<file path="config.mk">
export PLATFORM = sky130hd
export DESIGN_NAME = ansi_sgr_attribute_parser
export DESIGN_NICKNAME = d
export VERILOG_FILES = /design/src/rtl/asgr_pkg.sv /design/src/rtl/ansi_sgr_attribute_parser.sv /design/src/rtl/asgr_code_apply.sv /design/src/rtl/asgr_engine.sv
export SDC_FILE = /design/constraint.sdc
export NUM_CORES = 1
export LEC_CHECK = 0
export ABC_AREA = 1
export ABC_CLOCK_PERIOD_IN_PS = 3440
export BUFFER_PORTS_ARGS = -buffer_cell sky130_fd_sc_hd__buf_2
export CAP_MARGIN = 20
export CORE_MARGIN = 4
export CORE_UTILIZATION = 40
export DETAILED_ROUTE_END_ITERATION = 10
export GPL_TIMING_DRIVEN = 0
export HOLD_SLACK_MARGIN = 0.15
export MAX_ROUTING_LAYER = met4
export PLACE_DENSITY_LB_ADDON = 0.05
export SKIP_LAST_GASP = 1
export SYNTH_ARGS = -nofsm -noshare
export SYNTH_HDL_FRONTEND = slang
export SYNTH_SLANG_ARGS = --single-unit
</file>
<file path="constraint.sdc">
create_clock -name clk -period 3.44 [get_ports clk]
set_input_delay 0.344 -clock clk [delete_from_list [all_inputs] [get_ports clk]]
set_output_delay 0.344 -clock clk [all_outputs]
set_load 0.03 [all_outputs]
</file>
<file path="src/rtl/asgr_pkg.sv">
// ----------------------------------------------------------------------------
// SGR attribute parser package
// Byte codes, parameter codes, status codes and the result record.
// ----------------------------------------------------------------------------
package asgr_pkg;

	localparam int unsigned ACC_W = 10;

	// status codes
	localparam logic [1:0] ST_TEXT     = 2'd0;
	localparam logic [1:0] ST_PROGRESS = 2'd1;
	localparam logic [1:0] ST_ACCEPT   = 2'd2;
	localparam logic [1:0] ST_REJECT   = 2'd3;

	// bytes of interest
	localparam logic [7:0] BYTE_ESC   = 8'h1b;
	localparam logic [7:0] BYTE_LBRK  = 8'h5b;
	localparam logic [7:0] BYTE_SEMI  = 8'h3b;
	localparam logic [7:0] BYTE_FINAL = 8'h6d;
	localparam logic [7:0] BYTE_ZERO  = 8'h30;
	localparam logic [7:0] BYTE_NINE  = 8'h39;

	localparam logic [ACC_W-1:0] ACC_MAX = 10'd1023;

	// parameter codes
	localparam logic [ACC_W-1:0] CODE_RESET     = 10'd0;
	localparam logic [ACC_W-1:0] CODE_BOLD      = 10'd1;
	localparam logic [ACC_W-1:0] CODE_UNDERLINE = 10'd4;
	localparam logic [ACC_W-1:0] CODE_BLINK     = 10'd5;
	localparam logic [ACC_W-1:0] CODE_STANDOUT  = 10'd7;
	localparam logic [ACC_W-1:0] CODE_FG_CLEAR  = 10'd39;
	localparam logic [ACC_W-1:0] CODE_BG_CLEAR  = 10'd49;
	localparam logic [ACC_W-1:0] CODE_NO_COLOR  = 10'd100;
	localparam logic [ACC_W-1:0] CODE_FG_FIRST  = 10'd30;
	localparam logic [ACC_W-1:0] CODE_FG_LAST   = 10'd37;
	localparam logic [ACC_W-1:0] CODE_BG_FIRST  = 10'd40;
	localparam logic [ACC_W-1:0] CODE_BG_LAST   = 10'd47;

	// effect codes
	localparam logic [1:0] EFF_NORMAL    = 2'd0;
	localparam logic [1:0] EFF_BOLD      = 2'd1;
	localparam logic [1:0] EFF_UNDERLINE = 2'd2;
	localparam logic [1:0] EFF_STANDOUT  = 2'd3;

	// colour masks
	localparam logic [7:0] MASK_BG_KEEP = 8'hf0;
	localparam logic [7:0] MASK_FG_KEEP = 8'h0f;
	localparam logic [7:0] FG_VALID     = 8'h08;
	localparam logic [7:0] BG_VALID     = 8'h80;

	typedef struct packed {
		logic [1:0] status;
		logic [1:0] effect;
		logic [7:0] color;
	} result_t;

endpackage

</file>
<file path="src/rtl/ansi_sgr_attribute_parser.sv">
// ----------------------------------------------------------------------------
// ANSI SGR attribute parser
// Byte stream in, parse status and committed text attributes out.
// ----------------------------------------------------------------------------
// Takes one byte per request and returns one result per byte, in order. A new
// byte is taken every clock cycle unless the result register is held by a
// stall; a byte passes the input register, then the state update into the
// result register. The rate is set by the update of phase, accumulator and
// attribute registers, which the next byte needs. A held result does not block
// the input register from filling, so at most two bytes are in flight.
module ansi_sgr_attribute_parser (
	input  logic       clk,
	input  logic       arst_n,
	input  logic       req_valid,
	output logic       req_stall,
	input  logic [7:0] byte_in,
	input  logic       line_start,
	output logic       res_valid,
	input  logic       res_stall,
	output logic [1:0] status,
	output logic [1:0] effect,
	output logic [7:0] color
);
	import asgr_pkg::*;

	logic       valid_s1;
	logic [7:0] byte_s1;
	logic       line_start_s1;
	logic       res_valid_q;
	logic       step;
	logic       load;
	result_t    result_q;

	// s1 moves on when the result register is empty or being drained
	assign step      = valid_s1 && (!res_valid_q || !res_stall);
	assign req_stall = valid_s1 && !step;
	assign load      = req_valid && !req_stall;

	always_ff @(posedge clk or negedge arst_n) begin
		if (!arst_n) begin
			valid_s1    <= 1'b0;
			res_valid_q <= 1'b0;
		end else begin
			if (load)
				valid_s1 <= 1'b1;
			else if (step)
				valid_s1 <= 1'b0;
			if (step)
				res_valid_q <= 1'b1;
			else if (!res_stall)
				res_valid_q <= 1'b0;
		end
	end

	always_ff @(posedge clk) begin
		if (load) begin
			byte_s1       <= byte_in;
			line_start_s1 <= line_start;
		end
	end

	asgr_engine u_engine (
		.clk            (clk),
		.arst_n         (arst_n),
		.step           (step),
		.byte_cur       (byte_s1),
		.line_start_cur (line_start_s1),
		.result_q       (result_q)
	);

	assign res_valid = res_valid_q;
	assign status    = result_q.status;
	assign effect    = result_q.effect;
	assign color     = result_q.color;

endmodule

</file>
<file path="src/rtl/asgr_code_apply.sv">
// ----------------------------------------------------------------------------
// SGR parameter decode
// Applies one finished numeric parameter to the tentative attributes.
// ----------------------------------------------------------------------------
module asgr_code_apply (
	input  logic [asgr_pkg::ACC_W-1:0] code,
	input  logic [1:0]                 effect_cur,
	input  logic [7:0]                 color_cur,
	output logic [1:0]                 effect_new,
	output logic [7:0]                 color_new
);
	import asgr_pkg::*;

	logic [ACC_W-1:0] fg_off;
	logic [ACC_W-1:0] bg_off;

	assign fg_off = code - CODE_FG_FIRST;
	assign bg_off = code - CODE_BG_FIRST;

	always_comb begin
		effect_new = effect_cur;
		color_new  = color_cur;
		case (code)
			CODE_RESET: begin
				effect_new = EFF_NORMAL;
				color_new  = 8'h00;
			end
			CODE_BOLD, CODE_BLINK: effect_new = EFF_BOLD;
			CODE_UNDERLINE:        effect_new = EFF_UNDERLINE;
			CODE_STANDOUT:         effect_new = EFF_STANDOUT;
			CODE_NO_COLOR:         color_new  = 8'h00;
			CODE_FG_CLEAR:         color_new  = color_cur & MASK_BG_KEEP;
			CODE_BG_CLEAR:         color_new  = color_cur & MASK_FG_KEEP;
			default: begin
				if (code >= CODE_FG_FIRST && code <= CODE_FG_LAST)
					color_new = (color_cur & MASK_BG_KEEP) | {5'b0, fg_off[2:0]} | FG_VALID;
				else if (code >= CODE_BG_FIRST && code <= CODE_BG_LAST)
					color_new = (color_cur & MASK_FG_KEEP) | {1'b0, bg_off[2:0], 4'b0}
						| BG_VALID;
			end
		endcase
	end

endmodule

</file>
<file path="src/rtl/asgr_engine.sv">
// ----------------------------------------------------------------------------
// SGR parser state update
// Phase, accumulator and attribute registers, plus the result register.
// ----------------------------------------------------------------------------
module asgr_engine (
	input  logic              clk,
	input  logic              arst_n,
	input  logic              step,
	input  logic [7:0]        byte_cur,
	input  logic              line_start_cur,
	output asgr_pkg::result_t result_q
);
	import asgr_pkg::*;

	typedef enum logic [1:0] {
		PH_IDLE,
		PH_ESC,
		PH_PARAM,
		PH_SKIP
	} phase_t;

	phase_t           phase_q, ph, ph_n;
	logic [ACC_W-1:0] acc_q, acc, acc_n;
	logic             dig_q, dig, dig_n;
	logic [1:0]       te_q, te, te_n, ce_q, ce, ce_n;
	logic [7:0]       tc_q, tc, tc_n, cc_q, cc, cc_n;
	logic [1:0]       st_n;
	logic [1:0]       ap_e;
	logic [7:0]       ap_c;
	logic [13:0]      acc_prod;
	logic             digit_hit;

	// line start wipes everything before the byte is looked at
	always_comb begin
		if (line_start_cur) begin
			ph  = PH_IDLE;
			acc = '0;
			dig = 1'b0;
			te  = EFF_NORMAL;
			tc  = 8'h00;
			ce  = EFF_NORMAL;
			cc  = 8'h00;
		end else begin
			ph  = phase_q;
			acc = acc_q;
			dig = dig_q;
			te  = te_q;
			tc  = tc_q;
			ce  = ce_q;
			cc  = cc_q;
		end
	end

	asgr_code_apply u_apply (
		.code       (acc),
		.effect_cur (te),
		.color_cur  (tc),
		.effect_new (ap_e),
		.color_new  (ap_c)
	);

	assign digit_hit = (byte_cur >= BYTE_ZERO) && (byte_cur <= BYTE_NINE);
	// acc*10 + digit; digit value is the low nibble for '0'..'9'
	assign acc_prod = ({4'b0, acc} << 3) + ({4'b0, acc} << 1) + {10'b0, byte_cur[3:0]};

	always_comb begin
		ph_n  = ph;
		acc_n = acc;
		dig_n = dig;
		te_n  = te;
		tc_n  = tc;
		ce_n  = ce;
		cc_n  = cc;
		st_n  = ST_TEXT;
		case (ph)
			PH_IDLE: begin
				if (byte_cur == BYTE_ESC) begin
					ph_n = PH_ESC;
					st_n = ST_PROGRESS;
				end
			end
			PH_ESC: begin
				if (byte_cur == BYTE_LBRK) begin
					ph_n  = PH_PARAM;
					acc_n = '0;
					dig_n = 1'b0;
					te_n  = ce;
					tc_n  = cc;
					st_n  = ST_PROGRESS;
				end else begin
					ph_n = PH_IDLE;
					st_n = ST_REJECT;
				end
			end
			PH_PARAM: begin
				if (digit_hit) begin
					acc_n = (acc_prod > {4'b0, ACC_MAX}) ? ACC_MAX : acc_prod[ACC_W-1:0];
					dig_n = 1'b1;
					st_n  = ST_PROGRESS;
				end else if (byte_cur == BYTE_SEMI) begin
					if (dig) begin
						te_n = ap_e;
						tc_n = ap_c;
					end else begin
						// empty parameter: clear and ignore the rest
						te_n = EFF_NORMAL;
						tc_n = 8'h00;
						ph_n = PH_SKIP;
					end
					acc_n = '0;
					dig_n = 1'b0;
					st_n  = ST_PROGRESS;
				end else if (byte_cur == BYTE_FINAL) begin
					te_n  = dig ? ap_e : EFF_NORMAL;
					tc_n  = dig ? ap_c : 8'h00;
					ce_n  = dig ? ap_e : EFF_NORMAL;
					cc_n  = dig ? ap_c : 8'h00;
					ph_n  = PH_IDLE;
					acc_n = '0;
					dig_n = 1'b0;
					st_n  = ST_ACCEPT;
				end else begin
					ph_n  = PH_IDLE;
					acc_n = '0;
					dig_n = 1'b0;
					st_n  = ST_REJECT;
				end
			end
			PH_SKIP: begin
				if (digit_hit || byte_cur == BYTE_SEMI) begin
					st_n = ST_PROGRESS;
				end else if (byte_cur == BYTE_FINAL) begin
					ce_n = te;
					cc_n = tc;
					ph_n = PH_IDLE;
					st_n = ST_ACCEPT;
				end else begin
					ph_n = PH_IDLE;
					st_n = ST_REJECT;
				end
			end
			default: begin
				ph_n = PH_IDLE;
			end
		endcase
	end

	always_ff @(posedge clk or negedge arst_n) begin
		if (!arst_n) begin
			phase_q  <= PH_IDLE;
			acc_q    <= '0;
			dig_q    <= 1'b0;
			te_q     <= EFF_NORMAL;
			tc_q     <= 8'h00;
			ce_q     <= EFF_NORMAL;
			cc_q     <= 8'h00;
			result_q <= '0;
		end else if (step) begin
			phase_q         <= ph_n;
			acc_q           <= acc_n;
			dig_q           <= dig_n;
			te_q            <= te_n;
			tc_q            <= tc_n;
			ce_q            <= ce_n;
			cc_q            <= cc_n;
			result_q.status <= st_n;
			result_q.effect <= ce_n;
			result_q.color  <= cc_n;
		end
	end

endmodule

</file>
==> results by group, run 1 <==
Final layout
  • Layout Cells excl Fill: about 770
  • Area growth, synth to finish: 11.7%
  • # nets final: 680
  • Layout cells sized above 1: 9.49%
  • Diode count: 0
  • Fillers: 1,003
  • Multi-input logic area: 2380 sq um
  • Register area: 1200 sq um

Timing
  • Endpoints failing setup: 0
  • Post-route setup TNS: 0 ns
  • Slew Limit Headroom: 31.0%
  • Final Hold Viols: 0
  • Max Fclk: 312 MHz
  • Period utilisation layout: 93.1%
  • Tmin final: 3.20 ns
  • Clock skew: about 0.013 ns
  • Max Slew Vio Count: 0
  • Least-Margin Pin Slew: 1.02 ns

Clock network
  • Worst-Skew Late Latency: 0.31 ns
  • Num CTS Buffers: 5
  • Clock sink count: 46
  • Clock transition at path regs: roughly 0.11 ns
  • Hold_buf cts: 0
  • H-Tree Depth: 2
  • CTS Buffer Depth: 2
  • CTS tree: built
  • Root buffer cell: clkbuf_8

Floorplan
  • Chip Height: between 100 and 150 microns
  • Placement Rows: 35
  • Initial Utilization: 41.8%
  • Core box area: ~9400 sq um
  • Total I/O pin count: 27
  • Die area: 11,500 sq um
  • Die W: 107 microns

Critical path
  • CP required: approximately 3.7 ns
  • CP Data Arrival Time: 3.41 ns
  • Worst reg2reg path endpoint: u_engine.acc_q[2]$_DFFE_PN0P_
  • Crit start category: flip-flop
  • R2r startpoint: line_start_s1$_DFFE_PP_
  • Critical path's top delay family: simple AND/OR/NAND/NOR gates
  • CP most frequent cell: nand2_1
  • CP Class: flip-flop to flip-flop
  • Worst Reg-to-Reg Cells: 22
  • CP peak stage delay: 0.48 ns
  • Crit path cell chain: inv_2 -> buf_8 -> nand2_1 -> inv_2 -> ha_1 -> ha_1 -> fa_2 -> nand3_1 -> nand3_1 -> nand2_1 -> nand2_1 -> nand2_1 -> nand2_1 -> nand2_1 -> o21ai_0 -> o21ai_2 -> buf_6 -> nand3b_1 -> nand2_1 -> nand2_1 -> nand2_1 -> nand2_1
  • CP Max Fanout: 10
  • Slowest CP cell: edfxtp_1
  • Crit path buf inv count: 4
  • R2R Setup Slk: roughly 0.24 ns
  • CP Capture Type: flip-flop

Power
  • Leak: 2.29 nW
  • PwrDens: roughly 620 nW/um^2
  • Worst VDD drop: 0.256 mV

Global route
  • Vias in the first global route: 4,079
  • First-pass GRT wire length: 20.7 mm
  • Total track usage: 23.4%
  • Initial antenna violation count: 0
  • Largest net degree at the start of global routing: 38
  • Grt ovf: 0

Place
  • Placed cells: 758
  • Placer congestion estimate: 0.931
  • Hpwl dp: 9.41 mm
  • Port Buffer Count: 26

Routing
  • Routed Antenna Nets: 0
  • Wirelength per Cell: between 15 and 20 microns
  • WL final: 12.6 mm
  • DR iter-0 viols: 311
  • DR pass1 iterations: 7
  • Vias per inst: 5.42
  • Via count: roughly 4.2k
  • DRC Markers: 0

Run
  • MaxCap Viol Count: 0

Synth
  • Post-Syn Instances: 603
  • Unique masters post-synth: 37
  • Post-synthesis sequential area ratio: around 30%
  • Mean Syn Cell Area: 6.53 sq um
  • Syn Nets: 641
  • Synthesized cell area: slightly below 4000 sq um
  • Post-synthesis register bit count: 46
  • Yosys warning count: 0

Min path
  • Hold/Removal Path Class: primary input to async pin

Run status
  • Status: completed
## final cells by class
class / count / area share (%)
repair buffers: 32 / 4.07
clock inverters: 3 / 0.541
plain buffers: 17 / 1.96
well taps: 129 / 3.67
clock buffers: 5 / 1.57
inverters: 81 / 6.92
flip-flops and latches: 46 / 27.2
multi-input cells: 459 / 54.1
## placed cells by master (no fill, tap or decap), types with 3 or more instances in the layout
cell      synthesis  layout
a21oi_1          55      55
a221oi_1          4       4
a22oi_1           5       5
a31oi_1           6       6
buf_2             2      28
buf_4             0       5
clkbuf_1         13      12
clkbuf_8          0       5
dfrtp_1          37      37
edfxtp_1          9       9
ha_1             24      23
inv_1            77      76
inv_2             2       3
nand2_1         162     162
nand2_2           4       3
nand3_1          38      38
nand3_2           3       3
nand4_1           4       4
nor2_1           63      63
nor3_1            6       6
o211ai_1          4       4
o21ai_0          49      49
o21ai_1           8       7
xnor2_1           4       4
xor2_1            4       4
## sequential cells by signal (all words and copies together) (netlist names)
register	count
res_valid	1
byte_s1	8
u_engine.cc_q	8
u_engine.phase_q	2
u_engine.dig_q	1
u_engine.tc_q	8
valid_s1	1
u_engine.result_q	4
line_start_s1	1
u_engine.te_q	2
u_engine.acc_q	10
## where the power goes
group	switching, W	internal, W
Sequential	0.000135	0.000721
Clock	0.000218	0.000146
Combinational	0.00102	0.000494
## how the worst max path moves through the flow
stage | from | endpoint | cells after the start
6_report | line_start_s1$_DFFE_PP_ | u_engine.acc_q[2]$_DFFE_PN0P_ | 22
5_1_grt | line_start_s1$_DFFE_PP_ | u_engine.acc_q[2]$_DFFE_PN0P_ | 22
3_5_place_dp | line_start_s1$_DFFE_PP_ | u_engine.acc_q[4]$_DFFE_PN0P_ | 19
2_1_floorplan | line_start_s1$_DFFE_PP_ | u_engine.acc_q[4]$_DFFE_PN0P_ | 19
4_1_cts | line_start_s1$_DFFE_PP_ | u_engine.acc_q[2]$_DFFE_PN0P_ | 22
3_3_place_gp | line_start_s1$_DFFE_PP_ | u_engine.acc_q[9]$_DFFE_PN0P_ | 19
## Yosys cell counts (all sizes together)
master  number  area (sq um)
clkbuf      13          48.8
o211ai       4          30.0
a21oi       55           275
nor2        65           254
clkinv       2          7.51
a22oi        5          37.5
dfrtp       37           926
o22ai        1          6.26
edfxtp       9           270
ha          24           300
nor3         6          30.0
inv         79           297
nand3b       2          15.0
buf          4          32.5
nand3       41           220
a31oi        6          37.5
nor4         2          12.5
xor2         4          35.0
nand2      166           633
fa           1          20.0
xnor2        4          35.0
o221ai       2          17.5
a211oi       1          7.51
a221o        1          10.0
nand4        4          25.0
a221oi       4          35.0
o21bai       2          15.0
o21ai       58           294
o31ai        1          7.51
## stage by stage
step	power [W]	setup slack [ns]	instance area, sq um	utilization, %	hold WS, ns
CTS	0.00270	0.0704	4340	46.1	0.196
detailed placement	0.00232	-0.380	4230	44.9	0.468
global placement	0.00230	-0.335	4230	44.9	0.463
finish	0.00273	0.238	4400	46.7	0.149
global route	0.00299	-0.0131	4400	46.7	0.185
floorplan	0.00191	0.405	3940	-	0.0484
## routing by layer
metal	wire, microns	part of all wire [%]	GRT usage, %	up-vias
met5	0	0	-	-
met4	212	1.7	5.75	0
met3	1010	8.0	4.33	21
met2	5590	44	36.1	153
met1	5820	46	31.8	1939
li1	-	-	-	2068
## kinds of logic (layout without fill, tap and decap cells)
kind of cell | Yosys count | count (layout) | synth area share (%)
AO/OA/AOI/OAI | 140 | 140 | 19.7
AND/OR/NAND/NOR | 286 | 286 | 30.2
XOR/XNOR | 8 | 8 | 1.78
buffers and inverters | 98 | 138 | 9.79
flip-flops | 46 | 46 | 30.4
adder cells (fa/ha/maj) | 25 | 25 | 8.14
## what timing repair did
action	4_1_cts	5_1_grt
setup buffers	2	4
resized for setup	2	7
gates cloned	0	0
setup endpoints to repair	10	9
endpoints found under the hold margin	0	0
pin swaps	1	2
Note: power is estimated with default switching activity, not from simulation.
==> run 2: changes to the inputs <==
--- a/config.mk
+++ b/config.mk
@@ -11,8 +11,8 @@
 export CAP_MARGIN = 20
 export CORE_MARGIN = 4
 export CORE_UTILIZATION = 40
+export CTS_CLUSTER_DIAMETER = 200
 export DETAILED_ROUTE_END_ITERATION = 10
-export GPL_TIMING_DRIVEN = 0
 export HOLD_SLACK_MARGIN = 0.15
 export MAX_ROUTING_LAYER = met4
 export PLACE_DENSITY_LB_ADDON = 0.05
==> run 2 against run 1 <==
- total power is 0.45% lower
- die area unchanged
- sequential share of layout area grew 0.38 points
- clock skew down 0.0052 ns
- clock power is 1% higher
- combinational power barely moved
- maximum frequency is 0.79% higher
- largest cell class unchanged
==> results by group, run 2 (synthesis results as in run 1) <==
Run status
  • Status: completed

Floorplan
  • Initial Utilization: 41.8% (unchanged)
  • Core box area: 9420 sq um (unchanged)
  • Placement Rows: 35 (unchanged)
  • Total I/O pin count: 27 (unchanged)
  • Die area: 11,500 sq um (unchanged)
  • Chip Height: 107 microns (unchanged)
  • Die W: 107 microns (unchanged)

Routing
  • DR pass1 iterations: 5 (-2)
  • WL final: 11.5 mm (-8.6%)
  • Vias per inst: 5.32 (-1.9%)
  • Wirelength per Cell: 15.2 microns (-7.3%)
  • Routed Antenna Nets: 0 (unchanged)
  • DR iter-0 viols: 231 (-26%)
  • DRC Markers: 0 (unchanged)
  • Via count: 4,045 (-3.3%)

Clock network
  • CTS Buffer Depth: 2 (unchanged)
  • Worst-Skew Late Latency: 0.32 ns (about the same)
  • CTS tree: built
  • Clock sink count: 46 (unchanged)
  • H-Tree Depth: 2 (unchanged)
  • Hold_buf cts: 0 (unchanged)
  • Clock transition at path regs: 0.10 ns (about the same)
  • Root buffer cell: clkbuf_8
  • Num CTS Buffers: 5 (unchanged)

Timing
  • Min Hold Slack: 0.133 ns (-0.0156 ns)
  • Least-Margin Pin Slew: 0.998 ns (-0.0261 ns)
  • Endpoints failing setup: 0 (unchanged)
  • Tmin final: 3.18 ns (-0.0250 ns)
  • Clock skew: 0.00806 ns (-0.00519 ns)
  • Max Fclk: 315 MHz (+0.79%)
  • Max Slew Vio Count: 0 (unchanged)
  • Period utilisation layout: 92.3% (-0.73 points)
  • Final Hold Viols: 0 (unchanged)
  • Slew Limit Headroom: 32.8% (+1.8 points)

Critical path
  • CP Data Arrival Time: 3.40 ns (about the same)
  • Crit start category: flip-flop
  • CP Max Fanout: 6 (-4)
  • CP Class: flip-flop to flip-flop
  • CP Capture Type: flip-flop
  • CP required: 3.66 ns (about the same)

Final layout
  • Layout cells sized above 1: 9.49% (about the same)
  • Layout Cells excl Fill: 761 (-1.4%)
  • Final Cell Area: 4340 sq um (-1.4%)
  • Commonest cells after routing, fill and taps aside: nand2_1, inv_1, nor2_1
  • Most common cell after layout, fill and taps aside: nand2_1
  • # nets final: 669 (-1.6%)
  • Register area: 1200 sq um (unchanged)
  • Max FFs per register: 10 (unchanged)
  • Final core occ: 46.1% (-0.64 points)
  • Top reg by flops: u_engine.acc_q
  • Area growth, synth to finish: 10.2%
  • Multi-input logic area: 2360 sq um (-0.84%)
  • Fillers: 985 (-1.8%)
  • Diode count: 0 (unchanged)

Run
  • MaxCap Viol Count: 0 (unchanged)

Place
  • Placer congestion estimate: 0.886 (-4.8%)
  • Port Buffer Count: 26 (unchanged)
  • Hpwl dp: 8.47 mm (-10%)
  • Placed Area: 4210 sq um (-0.33%)
  • Placed cells: 750 (-1.1%)

Power
  • Worst VDD drop: 0.329 mV (+29%)
  • PwrDens: 628 nW/um^2 (+0.93%)
  • Leak: 2.28 nW (-0.45%)

Global route
  • Total track usage: 21.8% (-1.6 points)
  • First-pass GRT wire length: 19.5 mm (-5.8%)
  • Vias in the first global route: 4,007 (-1.8%)
  • Largest net degree at the start of global routing: 44 (+16%)
  • Grt ovf: 0 (unchanged)
  • Initial antenna violation count: 0 (unchanged)

Min path
  • Hold/Removal Path Class: primary input to async pin
run 2: cell types whose count changed in the layout (fill, tap and decap cells not counted), sizes merged:
cell / delta
clkinv: +1
clkbuf: -13
clkinvlp: -1
buf: +2
run 2: timing repair:
| action | in CTS | in global routing |
|---|---|---|
| setup buffers | 0 | 3 |
| setup endpoints to repair | 0 | 10 |
| gates resized for setup | 0 | 3 |
| hold endpoints to repair | 0 | 0 |
run 2: critical path, stage by stage, from the launching register on:
cell and delay (ns):
edfxtp_1 0.42, inv_2 0.12, nand2_2 0.12, xor2_1 0.16, inv_1 0.06, ha_1 0.31
fa_1 0.47, nand3_1 0.10, nand3_1 0.10, nand2_1 0.08, nand2_1 0.05, nand2_1 0.05
nand2_1 0.09, nand2_1 0.07, o21ai_0 0.10, o21ai_2 0.28, buf_4 0.18, nand3b_1 0.08
nand2_1 0.07, nand2_1 0.06, nand2_1 0.06, nand2_1 0.05
run 2: worst paths after layout:
path,from,endpoint,slack [ns],cells after the start
worst max-delay path,line_start_s1$_DFFE_PP_,u_engine.acc_q[3]$_DFFE_PN0P_,0.26,21
worst min-delay path,arst_n,u_engine.acc_q[9]$_DFFE_PN0P_,0.13,1
worst max register to register,line_start_s1$_DFFE_PP_,u_engine.acc_q[3]$_DFFE_PN0P_,0.26,21
worst min register to register,u_engine.result_q[11]$_DFFE_PN0P_,u_engine.result_q[11]$_DFFE_PN0P_,0.48,2
max in group asynchronous,arst_n,u_engine.acc_q[3]$_DFFE_PN0P_,2.70,1
min in group clk,byte_in[5],byte_s1[5]$_DFFE_PP_,0.19,1
run 2: metrics by stage:
stage,power [W],setup TNS [ns],worst slack [ns]
floorplan,0.00191,0,0.405
global placement,0.00232,0,0.211
detailed placement,0.00232,0,0.0791
CTS,0.00269,0,0.0575
global route,0.00298,-0.117,-0.0498
finish,0.00272,0,0.263
run 2: layout make-up:
type | count | share of cell area (%)
Sequential cell | 46 | 27.6
Clock buffer | 5 | 1.59
Inverter | 81 | 7.01
Tap cell | 129 | 3.72
Timing Repair Buffer | 38 | 5.16
Multi-Input combinational cell | 459 | 54.4
Clock inverter | 3 | 0.577
run 2: layer usage:
layer	part of all wire (%)	wire (microns)	track usage (%)
met1	48	5590	29.7
met5	0	0	-
met4	2.2	250	6.30
met3	4.2	485	4.15
met2	45	5220	33.1
run 2: power by group:
group          total, W  internal (W)  switching (W)
Sequential     0.000852      0.000721       0.000131
Clock          0.000369      0.000147       0.000221
Combinational   0.00150      0.000497        0.00100
==> run 3: changes to the inputs <==
--- a/config.mk
+++ b/config.mk
@@ -5,7 +5,6 @@
 export SDC_FILE = /design/constraint.sdc
 export NUM_CORES = 1
 export LEC_CHECK = 0
-export ABC_AREA = 1
 export ABC_CLOCK_PERIOD_IN_PS = 3440
 export BUFFER_PORTS_ARGS = -buffer_cell sky130_fd_sc_hd__buf_2
 export CAP_MARGIN = 20
==> run 3 against run 2 <==
- global-route usage rose by 0.26 points
- final cell count shrank 26%
- critical path type unchanged
- clock skew increased by 0.0024 ns
- highest routed layer unchanged
- total power fell by 50%
- non-clock buffer count shrank 1
- first-iteration DRC count rose by 4.8%
- hold slack improved by 0.022 ns
- via count decreased by 14%
==> results by group, run 3 <==
Floorplan
  • Total I/O pin count: 27 (unchanged)
  • Core box area: 8720 sq um (-7.4%)
  • Die area: 10,600 sq um (-8.1%)
  • Placement Rows: 34 (-2.9%)
  • Initial Utilization: 41.2% (-0.59 points)
  • Chip Height: 103 microns (-4.1%)
  • Die W: 103 microns (-4.1%)

Final layout
  • Max FFs per register: 10 (unchanged)
  • Top reg by flops: u_engine.acc_q
  • Most common cell after layout, fill and taps aside: nand2_1
  • Layout Cells excl Fill: 565 (-26%)
  • # nets final: 494 (-26%)
  • Area growth, synth to finish: 9.92%
  • Final core occ: 45.3% (-0.77 points)
  • Layout cells sized above 1: 12.7% (+3.2 points)
  • Diode count: 0 (unchanged)
  • Commonest cells after routing, fill and taps aside: nand2_1, o21ai_0, dfrtp_1

Timing
  • Final Hold Viols: 0 (unchanged)
  • Tmin final: 3.11 ns (-0.0692 ns)
  • Endpoints failing setup: 0 (unchanged)
  • Clock skew: 0.0104 ns (+0.00238 ns)
  • Unrepaired setup endpoints after global routing: no
  • Slew Limit Headroom: 40.5% (+7.7 points)
  • Max Fclk: 322 MHz (+2.2%)
  • Max Slew Vio Count: 0 (unchanged)
  • Post-route setup TNS: 0 ns (unchanged)
  • Period utilisation layout: 90.3% (-2.0 points)
  • Least-Margin Pin Slew: 0.893 ns (-0.105 ns)

Synth
  • Post-synthesis register bit count: 46 (unchanged)
  • Yosys warning count: 0 (unchanged)
  • Most frequent cell after synthesis: nand2_1
  • Ys async rst share: 80.4% (unchanged)
  • Syn Nets: 470 (-27%)
  • Post-synthesis sequential area ratio: 33.3% (+2.9 points)
  • Synth area leaders: dfrtp_1, ha_1, edfxtp_1
  • Mean Syn Cell Area: 8.32 sq um (+27%)
  • Area share of the largest cell type after synthesis: 25.8% (+2.2 points)
  • Cell taking the most area after synthesis: dfrtp_1
  • Commonest cells post-synth: nand2_1, o21ai_0, dfrtp_1
  • Top_reg_cell synth: dfrtp_1
  • Synthesized cell area: 3590 sq um (-8.7%)
  • Post-Syn Instances: 432 (-28%)
  • Unique masters post-synth: 64 (+73%)
  • EDFF count, synth: 9 (unchanged)

Critical path
  • Crit start category: flip-flop
  • Worst Reg-to-Reg Cells: 12 (-43%)
  • CP Class: flip-flop to flip-flop
  • Worst reg2reg path endpoint: u_engine.acc_q[8]$_DFFE_PN0P_
  • CP Data Arrival Time: 3.29 ns (-0.11 ns)
  • CP Capture Type: flip-flop
  • R2R Setup Slk: 0.33 ns (+0.07 ns)
  • CP Max Fanout: 13 (+7)
  • CP required: 3.62 ns (-0.04 ns)
  • R2r startpoint: line_start_s1$_DFFE_PP_

Routing
  • DRC Markers: 0 (unchanged)
  • Via count: 3,478 (-14%)
  • Wirelength per Cell: 19.3 microns (+27%)
  • Vias per inst: 6.16 (+16%)
  • Routed Antenna Nets: 0 (unchanged)
  • DR pass1 iterations: 4 (-1)
  • WL final: 10.9 mm (-5.7%)
  • DR iter-0 viols: 242 (+4.8%)

Power
  • Leak: 1.73 nW (-24%)
  • PwrDens: 343 nW/um^2 (-45%)
  • Worst VDD drop: 0.214 mV (-35%)
  • Tot Pwr: 0.00135 W (-50%)

Place
  • Placed cells: 557 (-26%)
  • Placer congestion estimate: 0.881 (-0.58%)
  • Port Buffer Count: 26 (unchanged)
  • Hpwl dp: 8.14 mm (-4.0%)

Clock network
  • CTS Buffer Depth: 2 (unchanged)
  • Worst-Skew Late Latency: 0.31 ns (about the same)
  • Setup bufs post-CTS: 0 (unchanged)
  • Clock transition at path regs: 0.10 ns (about the same)
  • Num CTS Buffers: 5 (unchanged)
  • Clock sink count: 46 (unchanged)
  • Hold_buf cts: 0 (unchanged)
  • # resized after CTS: 0 (unchanged)
  • Root buffer cell: clkbuf_8
  • CTS tree: built
  • H-Tree Depth: 2 (unchanged)

Global route
  • First-pass GRT wire length: 17.6 mm (-9.7%)
  • Largest net degree at the start of global routing: 38 (-14%)
  • Total track usage: 22.1% (+0.26 points)
  • Initial antenna violation count: 0 (unchanged)
  • Grt ovf: 0 (unchanged)
  • Vias in the first global route: 3,229 (-19%)

Min path
  • Hold/Removal Path Class: primary input to async pin

Run status
  • Status: completed

Run
  • MaxCap Viol Count: 0 (unchanged)
## run 3: changes by cell type after synthesis, sizes merged, moves of 6 or more
| cell | previous run | this run |
|---|---|---|
| a32oi | 0 | 9 |
| nor3 | 6 | 12 |
| o21ai | 58 | 42 |
| a21oi | 55 | 33 |
| o22ai | 1 | 7 |
| a21o | 0 | 6 |
| nor2b | 0 | 13 |
| nand2 | 166 | 52 |
| inv | 79 | 18 |
| nor2 | 65 | 25 |
| nand3 | 41 | 12 |
| o31ai | 1 | 11 |
| and3 | 0 | 8 |
| and2 | 0 | 6 |
## run 3: worst max path at each step
stage	endpoint	slack [ns]	start
final	u_engine.acc_q[8]$_DFFE_PN0P_	0.33	line_start_s1$_DFFE_PP_
after global routing	u_engine.acc_q[8]$_DFFE_PN0P_	0.13	line_start_s1$_DFFE_PP_
after CTS	u_engine.acc_q[8]$_DFFE_PN0P_	0.36	line_start_s1$_DFFE_PP_
after detailed placement	u_engine.acc_q[8]$_DFFE_PN0P_	0.39	line_start_s1$_DFFE_PP_
after global placement	u_engine.acc_q[8]$_DFFE_PN0P_	0.48	line_start_s1$_DFFE_PP_
after floorplan	u_engine.acc_q[8]$_DFFE_PN0P_	0.39	line_start_s1$_DFFE_PP_
## run 3: worst max-delay path, stage by stage (launching register included)
cell and delay, ns:
edfxtp_1 0.47, inv_1 0.10, buf_4 0.22, nand2_1 0.12, inv_1 0.11, ha_1 0.27, fa_1 0.46, a21o_1 0.19
a21oi_1 0.36, o211a_1 0.18, o21ai_0 0.16, nand3_1 0.22, o211ai_1 0.12
## run 3: report_power, final
group,internal [W],leakage [nW],total (W),switching [W]
clock network,0.000147,0.0447,0.000355,0.000208
logic,0.000133,1.10,0.000367,0.000235
registers,0.000594,0.585,0.000632,0.0000384
total,0.000874,1.73,0.00135,0.000481
## run 3: logic make-up (layout without fill, tap and decap cells)
| kind of cell | Yosys count | count (layout) | share of synthesized area (%) |
|---|---|---|---|
| adder cells (fa/ha/maj) | 25 | 25 | 8.91 |
| AND/OR/NAND/NOR | 156 | 156 | 22.0 |
| XOR/XNOR | 8 | 8 | 1.95 |
| multiplexers | 4 | 4 | 1.22 |
| AO/OA/AOI/OAI | 155 | 155 | 28.4 |
| flip-flops | 46 | 46 | 33.3 |
| buffers and inverters | 38 | 63 | 4.25 |
## run 3: layer usage
metal | GRT usage, % | vias to the layer above | wire length (microns)
met3 | 2.98 | 21 | 623
met5 | - | - | 0
met1 | 31.3 | 1655 | 5090
met4 | 5.98 | 0 | 206
met2 | 33.1 | 134 | 4970
li1 | - | 1668 | -
## run 3: final cells by class
cell class / count / area, sq um
Inverter: 18 / 67.6
Clock buffer: 5 / 68.8
Sequential cell: 46 / 1200
Clock inverter: 3 / 25.0
Tap cell: 108 / 135
Fill cell: 860 / 4770
Timing Repair Buffer: 37 / 213
Multi-Input combinational cell: 348 / 2240
## run 3: stage by stage
| stage | setup WS (ns) | cell area, sq um | hold slack [ns] |
|---|---|---|---|
| 4_1_cts | 0.361 | 3950 | 0.183 |
| 5_1_grt | 0.126 | 3950 | 0.180 |
| 3_3_place_gp | 0.483 | 3860 | 0.447 |
| 2_1_floorplan | 0.393 | 3590 | 0.0484 |
| 3_5_place_dp | 0.389 | 3860 | 0.466 |
| 6_report | 0.333 | 3950 | 0.155 |
